$ cat src/hdl/sparse_triplet_table_core_assert.svh
// Assertion macros for the sparse triplet table core.
// Every macro samples on i_clk and is disabled while i_rst_n is low.
`ifndef SPARSE_TRIPLET_TABLE_CORE_ASSERT_SVH
`define SPARSE_TRIPLET_TABLE_CORE_ASSERT_SVH

// The consequent must hold in the same cycle as the antecedent.
`define STT_ASSERT_SAME(label, ante, cons, msg) \
    label: assert property (@(posedge i_clk) disable iff (!i_rst_n) (ante) |-> (cons)) \
        else $error(msg);

// The consequent must hold in the cycle after the antecedent.
`define STT_ASSERT_NEXT(label, ante, cons, msg) \
    label: assert property (@(posedge i_clk) disable iff (!i_rst_n) (ante) |=> (cons)) \
        else $error(msg);

`endif

$ cat src/hdl/stt_pkg.sv
// Shared types and constants of the sparse triplet table core.
// Used by the controller, the datapath and the top level; depends on nothing.
`default_nettype none

package stt_pkg;

    // Default sizes of the table and of the matrix.
    localparam int DEF_CAPACITY = 128;
    localparam int DEF_MAX_ROWS = 16;
    localparam int DEF_MAX_COLS = 16;

    // Field widths fixed by the interface.
    localparam int COORD_W   = 4;
    localparam int VAL_W     = 32;
    localparam int TOTAL_W   = 8;
    localparam int OP_W      = 2;
    localparam int STATUS_W  = 3;
    localparam int ENTRY_W   = 2 * COORD_W + VAL_W;
    localparam int IN_DATA_W = 2 * COORD_W + VAL_W;
    localparam int OUT_DATA_W = VAL_W + TOTAL_W;

    // Operation codes carried with each request.
    typedef enum logic [OP_W-1:0] {
        OP_READ  = 2'd0,
        OP_WRITE = 2'd1,
        OP_CLEAR = 2'd2,
        OP_LOAD  = 2'd3
    } t_op;

    // Outcome codes returned with each result.
    typedef enum logic [STATUS_W-1:0] {
        ST_HIT       = 3'd0,
        ST_APPENDED  = 3'd1,
        ST_NOT_FOUND = 3'd2,
        ST_FULL      = 3'd3,
        ST_ZERO      = 3'd4
    } t_status;

    // Change applied to the table when a request completes.
    typedef enum logic [1:0] {
        ACT_NONE,
        ACT_CLEAR,
        ACT_UPDATE,
        ACT_APPEND
    } t_act;

    // Commands from the controller to the datapath.
    typedef struct packed {
        logic    capture;
        logic    scan_init;
        logic    scan_step;
        logic    commit;
        t_act    act;
        t_status st;
        logic    ret_val;
    } t_dp_cmd;

    // Status from the datapath to the controller.
    typedef struct packed {
        t_op  op;
        logic in_range;
        logic nonzero;
        logic found;
        logic scan_done;
        logic full;
        logic out_free;
    } t_dp_sts;

endpackage

`default_nettype wire

$ cat src/hdl/stt_ctrl.sv
// Controller of the sparse triplet table: sequences accept, decode, scan and commit.
// Depends on stt_pkg for the command and status structs and the codes.
`default_nettype none

module stt_ctrl (
    input  wire logic             i_clk,
    input  wire logic             i_rst_n,
    input  wire logic             i_s_tvalid,
    output logic                  o_s_tready,
    input  wire stt_pkg::t_dp_sts i_sts,
    output stt_pkg::t_dp_cmd      o_cmd
);

    import stt_pkg::*;

    typedef enum logic [1:0] {
        S_IDLE,
        S_DECODE,
        S_SCAN,
        S_COMMIT
    } t_state;

    t_state  r_state;
    t_state  n_state;
    logic    r_s_tready;
    logic    n_s_tready;
    t_dp_cmd w_cmd;

    // Next state and the commands for the datapath.
    always_comb begin
        n_state       = r_state;
        w_cmd.capture   = 1'b0;
        w_cmd.scan_init = 1'b0;
        w_cmd.scan_step = 1'b0;
        w_cmd.commit    = 1'b0;
        w_cmd.act       = ACT_NONE;
        w_cmd.st        = ST_HIT;
        w_cmd.ret_val   = 1'b0;

        // Outcome of the request, as settled by the scan and the fill level.
        if (i_sts.op == OP_CLEAR) begin
            w_cmd.act = ACT_CLEAR;
            w_cmd.st  = ST_HIT;
        end else if (!i_sts.in_range) begin
            w_cmd.st = ST_NOT_FOUND;
        end else begin
            case (i_sts.op)
                OP_READ: begin
                    w_cmd.st      = i_sts.found ? ST_HIT : ST_NOT_FOUND;
                    w_cmd.ret_val = i_sts.found;
                end
                OP_WRITE: begin
                    if (i_sts.found) begin
                        w_cmd.act = ACT_UPDATE;
                        w_cmd.st  = ST_HIT;
                    end else if (i_sts.full) begin
                        w_cmd.st = ST_FULL;
                    end else begin
                        w_cmd.act = ACT_APPEND;
                        w_cmd.st  = ST_APPENDED;
                    end
                end
                default: begin
                    if (!i_sts.nonzero) begin
                        w_cmd.st = ST_ZERO;
                    end else if (i_sts.full) begin
                        w_cmd.st = ST_FULL;
                    end else begin
                        w_cmd.act = ACT_APPEND;
                        w_cmd.st  = ST_APPENDED;
                    end
                end
            endcase
        end

        unique case (r_state)
            S_IDLE: begin
                w_cmd.capture = i_s_tvalid;
                if (i_s_tvalid) begin
                    n_state = S_DECODE;
                end
            end
            S_DECODE: begin
                // Only in-range reads and writes need to look through the table.
                if (i_sts.op == OP_CLEAR || i_sts.op == OP_LOAD || !i_sts.in_range) begin
                    n_state = S_COMMIT;
                end else begin
                    w_cmd.scan_init = 1'b1;
                    n_state         = S_SCAN;
                end
            end
            S_SCAN: begin
                w_cmd.scan_step = 1'b1;
                if (i_sts.scan_done) begin
                    n_state = S_COMMIT;
                end
            end
            S_COMMIT: begin
                // Wait here while the previous result is still held.
                if (i_sts.out_free) begin
                    w_cmd.commit = 1'b1;
                    n_state      = S_IDLE;
                end
            end
            default: begin
                n_state = S_IDLE;
            end
        endcase

        n_s_tready = (n_state == S_IDLE);
    end

    // State register and registered ready.
    always_ff @(posedge i_clk) begin
        if (!i_rst_n) begin
            r_state    <= S_IDLE;
            r_s_tready <= 1'b1;
        end else begin
            r_state    <= n_state;
            r_s_tready <= n_s_tready;
        end
    end

    assign o_s_tready = r_s_tready;
    assign o_cmd      = w_cmd;

endmodule

`default_nettype wire

$ cat config.mk
export PLATFORM = sky130hd
export DESIGN_NAME = stt_ctrl
export DESIGN_NICKNAME = d
export VERILOG_FILES = /design/src/hdl/sparse_triplet_table_core_assert.svh /design/src/hdl/stt_pkg.sv /design/src/hdl/stt_ctrl.sv
export SDC_FILE = /design/constraint.sdc
export NUM_CORES = 1
export LEC_CHECK = 0
export BUFFER_PORTS_ARGS = -buffer_cell sky130_fd_sc_hd__clkbuf_2
export CORE_AREA = 2 2 39 41
export DETAILED_ROUTE_END_ITERATION = 6
export DIE_AREA = 0 0 41 43
export PLACE_DENSITY = 0.56
export SLEW_MARGIN = 20
export SYNTH_ARGS = -nofsm -noshare
export SYNTH_HDL_FRONTEND = slang
export SYNTH_SLANG_ARGS = --single-unit
$ cat constraint.sdc
create_clock -name i_clk -period 2.35 [get_ports i_clk]
set_clock_uncertainty 0.05 [all_clocks]
set_input_delay 0.705 -clock i_clk [delete_from_list [all_inputs] [get_ports i_clk]]
set_output_delay 0.705 -clock i_clk [all_outputs]
set_load 0.02 [all_outputs]
After elaboration in Yosys (flattened, before gate mapping)
Cells that the tools add are included.
{ "op_classes": {"eq_ne": 6, "n_mux": 25, "n_reduce_logical": 6} }
{ "op_table": {"columns": ["op", "count"], "rows": [
  ["$mux 2", 8],
  ["$mux 1", 10],
  ["$mux 5", 2],
  ["$eq 2x2->1 const B", 4],
  ["$pmux 2 s4", 1],
  ["$logic_not 2->1", 3],
  ["$mux 3", 2],
  ["$pmux 3 s2", 1],
  ["$eq 2x1->1 const B", 2],
  ["$pmux 2 s2", 1],
  ["$logic_or 1x1->1", 2],
  ["$logic_not 1->1", 1]
]} }
{ "totals": {"reg_bits": 3, "out_inout_bits": 11, "elab_cells": 39} }

Depth between registers and ports, before layout
{ "depth": {"word_depth": 6, "mapped_depth": 4, "ltp_nobuf": 3} }

Least setup slack after synthesis
OpenSTA, ideal clock, no wires.
{ "synth_timing": {"path_kind": "input-to-output", "startpoint": "input port i_sts[5] (netlist name)", "endpoint": "output port o_cmd[0] (netlist name)", "arrival_ns": 1.525, "required_ns": 1.595, "setup_slack_ns": 0.070, "cell_stages": 2, "path_cell_list": "inv_1 > nor4b_1"} }
{ "synth_rtl": {"columns": ["item", "line", "source"], "rows": [
  ["start, declared", "stt_ctrl.sv:10", "input wire stt_pkg::t_dp_sts i_sts,"],
  ["end, declared", "stt_ctrl.sv:11", "output stt_pkg::t_dp_cmd o_cmd"]
]} }

==> impl_results.md <==
- Status: complete, no violations
- Wire per inst: 9.71 um
- Worst EP required: 1.59 ns
- Metal3 WL: 82 um
- #FFs+latches synth: 3
- Highest Signal Layer: met3
- CP max stage delay: 0.20 ns
- Layout cells sized above 1: 0.441
- Data arrival, critical path: around 1.5 ns
- Tmin final: 2.24 ns
- Post-synth top area share: 0.244
- Worst skew pair latency: 0.23 ns
- Clock Pin Slew Worst Setup and Hold Paths: 0.04 ns
- Synth Area in XOR/XNOR: 0
- Fin util: 0.288
- Final Hold Violating Endpoints: 0
- Routed met2 length: 354 um
- Vias in the first global route: 305
- Synth Area in Compound Gates: 0.345
- Num CTS Buffers: 3
- Via count of the routed design: 344
- Post-DRT Antenna Nets: 0
- Max cap viols: 0
- I/O Buffers: 21
- R2R Path Start: r_state[0]$_SDFF_PN0_
- CTS tree: built
- CTS sink count: 3
- Vias per inst: 4.59
- Largest net degree at the start of global routing: 9
- NumNets Final: 71
- GPL Wtd Cong: between 0.6 and 0.7
- Initial Util: 0.178
- Standard-cell rows: 14
- Peak supply drop: 0.000148 V
- Post-route insts no fill: 75
- Post-synth cell types: 21
- Slew Limit Fails: 0
- Flop2flop setup slack: between 1 and 1.5 ns
- Unrepaired setup endpoints after global routing: no
- R2r worst-path depth: 3
- Post-Synthesis Cells: 35
- Final HPWL DP: 600 um
- # IOs: 22
- Final setup vio count: 0
- Fin Hold WS: approximately 0.52 ns
- Startpoint Class: primary input
- Residual DRC count: 0
- First drt pass iteration count: 4
- Placed cell count: 71
- Die H: 43 um
- WHS Endpoint: r_state[0]$_SDFF_PN0_
- WL final: around 730 um
- Worst slew pin tran: 0.301 ns
- RR Endpoint: r_state[0]$_SDFF_PN0_
- FMAX: about 0.45 GHz
- Met1 WL: 292 um
- Worst min path class: reg2reg
- Seq/Total Area, Yosys: 0.244
- Grt total ovfl: 0
- Die width: about 40 um
- Antenna violations before repair: 0
- CTS Hold Bufs: 0
- Gr usage total: 0.0962
- CP endpoint kind: output port
- Post-synth top area cell: dfxtp_1
- WS Path Type: in2out
- Area grow syn2layout: 61.4%
- H-tree levels: 1
- Leakage: 0.214 nW
- Max_slew headroom: 0.796
- Hold Path Depth: 2
- Main combinational cell family by area after synthesis: compound AO/OA/AOI/OAI gates
- Final worst setup slack: between 0.1 and 0.15 ns
- Post-Syn Area: 246 um2
- Place WS: roughly 0.075 ns
- Pwr dens: around 580 nW/um2
- Mapped Avg Cell Area: 7.04 um2
- Drt first-iter violations: 2
- Multiplexer share of the synthesized area: 0.0406
- Largest fanout on the critical path: 6
- Core Box Area: 1380 um2
- Synth Area in Adders: 0
- Die area: ~1800 um2
- Diode count: 0
- Clock Path Buffers: 2
- Synth Warn #: 0
- Synth area leaders: dfxtp_1 24%, inv_1 7.6%, o21ai_0 6.1%
- Setup TNS Final: 0 ns
- Min-delay src: r_state[1]$_SDFF_PN0_
- Worst-path cell chain: clkbuf_2 > inv_2 > a22o_1 > a22oi_1 > buf_2
- Root Driver: clkbuf_4
- Tcrit/Tclk final: 0.955
- Slowest CP cell: a22o_1
- Mapped Nets: 46
- Simple-gate share of the synthesized area: 0.259
- First-pass GRT wire length: roughly 1.1 mm
==> sequential cells by signal, summed over array words and instances (netlist names) <==
register    cells
o_s_tready      1
r_state         2
==> layout make-up <==
cell class	instances	area, um2
clock buffers	4	26.3
inverters	6	22.5
multi-input cells	25	164
well taps	16	20.0
repair buffers	21	105
fillers	164	986
flip-flops and latches	3	60.1
==> critical path: cells and delay by family <==
| family | cells | cell delay, ns |
|---|---|---|
| buffers and inverters | 3 | 0.42 |
| AO/OA/AOI/OAI | 2 | 0.37 |
==> cell usage in the layout, fill, tap and decap left out, types with 2 or more instances in the layout <==
cell,count
clkbuf_2,19
dfxtp_1,3
nor2_1,3
clkbuf_4,3
inv_1,5
a21oi_1,2
nand2_1,3
buf_2,2
o21ai_0,3
==> kinds of logic (layout without fill, tap and decap cells) <==
logic type | after synthesis | count (layout)
buffers and inverters | 7 | 31
DFF | 3 | 3
AOI/OAI and AO/OA | 12 | 12
and+or+nand+nor | 12 | 12
muxes | 1 | 1
==> per-stage QoR <==
stage | cell area [um2] | power (mW)
after floorplan | 246 | 0.111
after global routing | 398 | 0.253
final | 398 | 0.230
after global placement | 367 | 0.140
after CTS | 393 | 0.236
after detailed placement | 367 | 0.141
==> routing by layer <==
metal,GRT usage,vias up
met2,0.156,18
met3,0.0314,0
met1,0.0895,148
met5,0,-
met4,0.0800,0
li1,-,178
==> how the worst max path moves through the flow <==
stage | startpoint | slack (ns) | end
finish | i_sts[7] | 0.11 | o_cmd[2]
global placement | i_sts[7] | 0.09 | o_cmd[2]
detailed placement | i_sts[7] | 0.07 | o_cmd[4]
CTS | i_sts[7] | 0.07 | o_cmd[4]
floorplan | i_sts[5] | 0.07 | o_cmd[0]
global route | i_sts[7] | 0.001 | o_cmd[4]
==> cells in the mapped netlist, drive strengths merged <==
| library cell | instances |
|---|---|
| nand2 | 3 |
| mux2i | 1 |
| inv | 6 |
| nor3b | 2 |
| a22oi | 1 |
| nor4b | 1 |
| nor3 | 1 |
| o2111ai | 1 |
| dfxtp | 3 |
| buf | 1 |
| o32ai | 1 |
| o311ai | 1 |
| o211a | 1 |
| a22o | 1 |
| nand3 | 1 |
| nand3b | 1 |
| a21oi | 2 |
| nor2 | 3 |
| o21ai | 3 |
| a211oi | 1 |
==> timing repair <==
| item | CTS | global route |
|---|---|---|
| setup endpoints to repair | 0 | 2 |
| resized for setup | 0 | 3 |
| buffers inserted | 0 | 0 |
==> report_power, final <==
part | leakage (nW) | internal (mW) | switching, mW | total (mW)
Combinational | 0.174 | 0.0291 | 0.0423 | 0.0714
Clock | 0.0150 | 0.0636 | 0.0269 | 0.0905
Sequential | 0.0251 | 0.0584 | 0.0100 | 0.0684
Total | 0.214 | 0.151 | 0.0793 | 0.230
No activity file was read; power rests on OpenSTA's default activity.
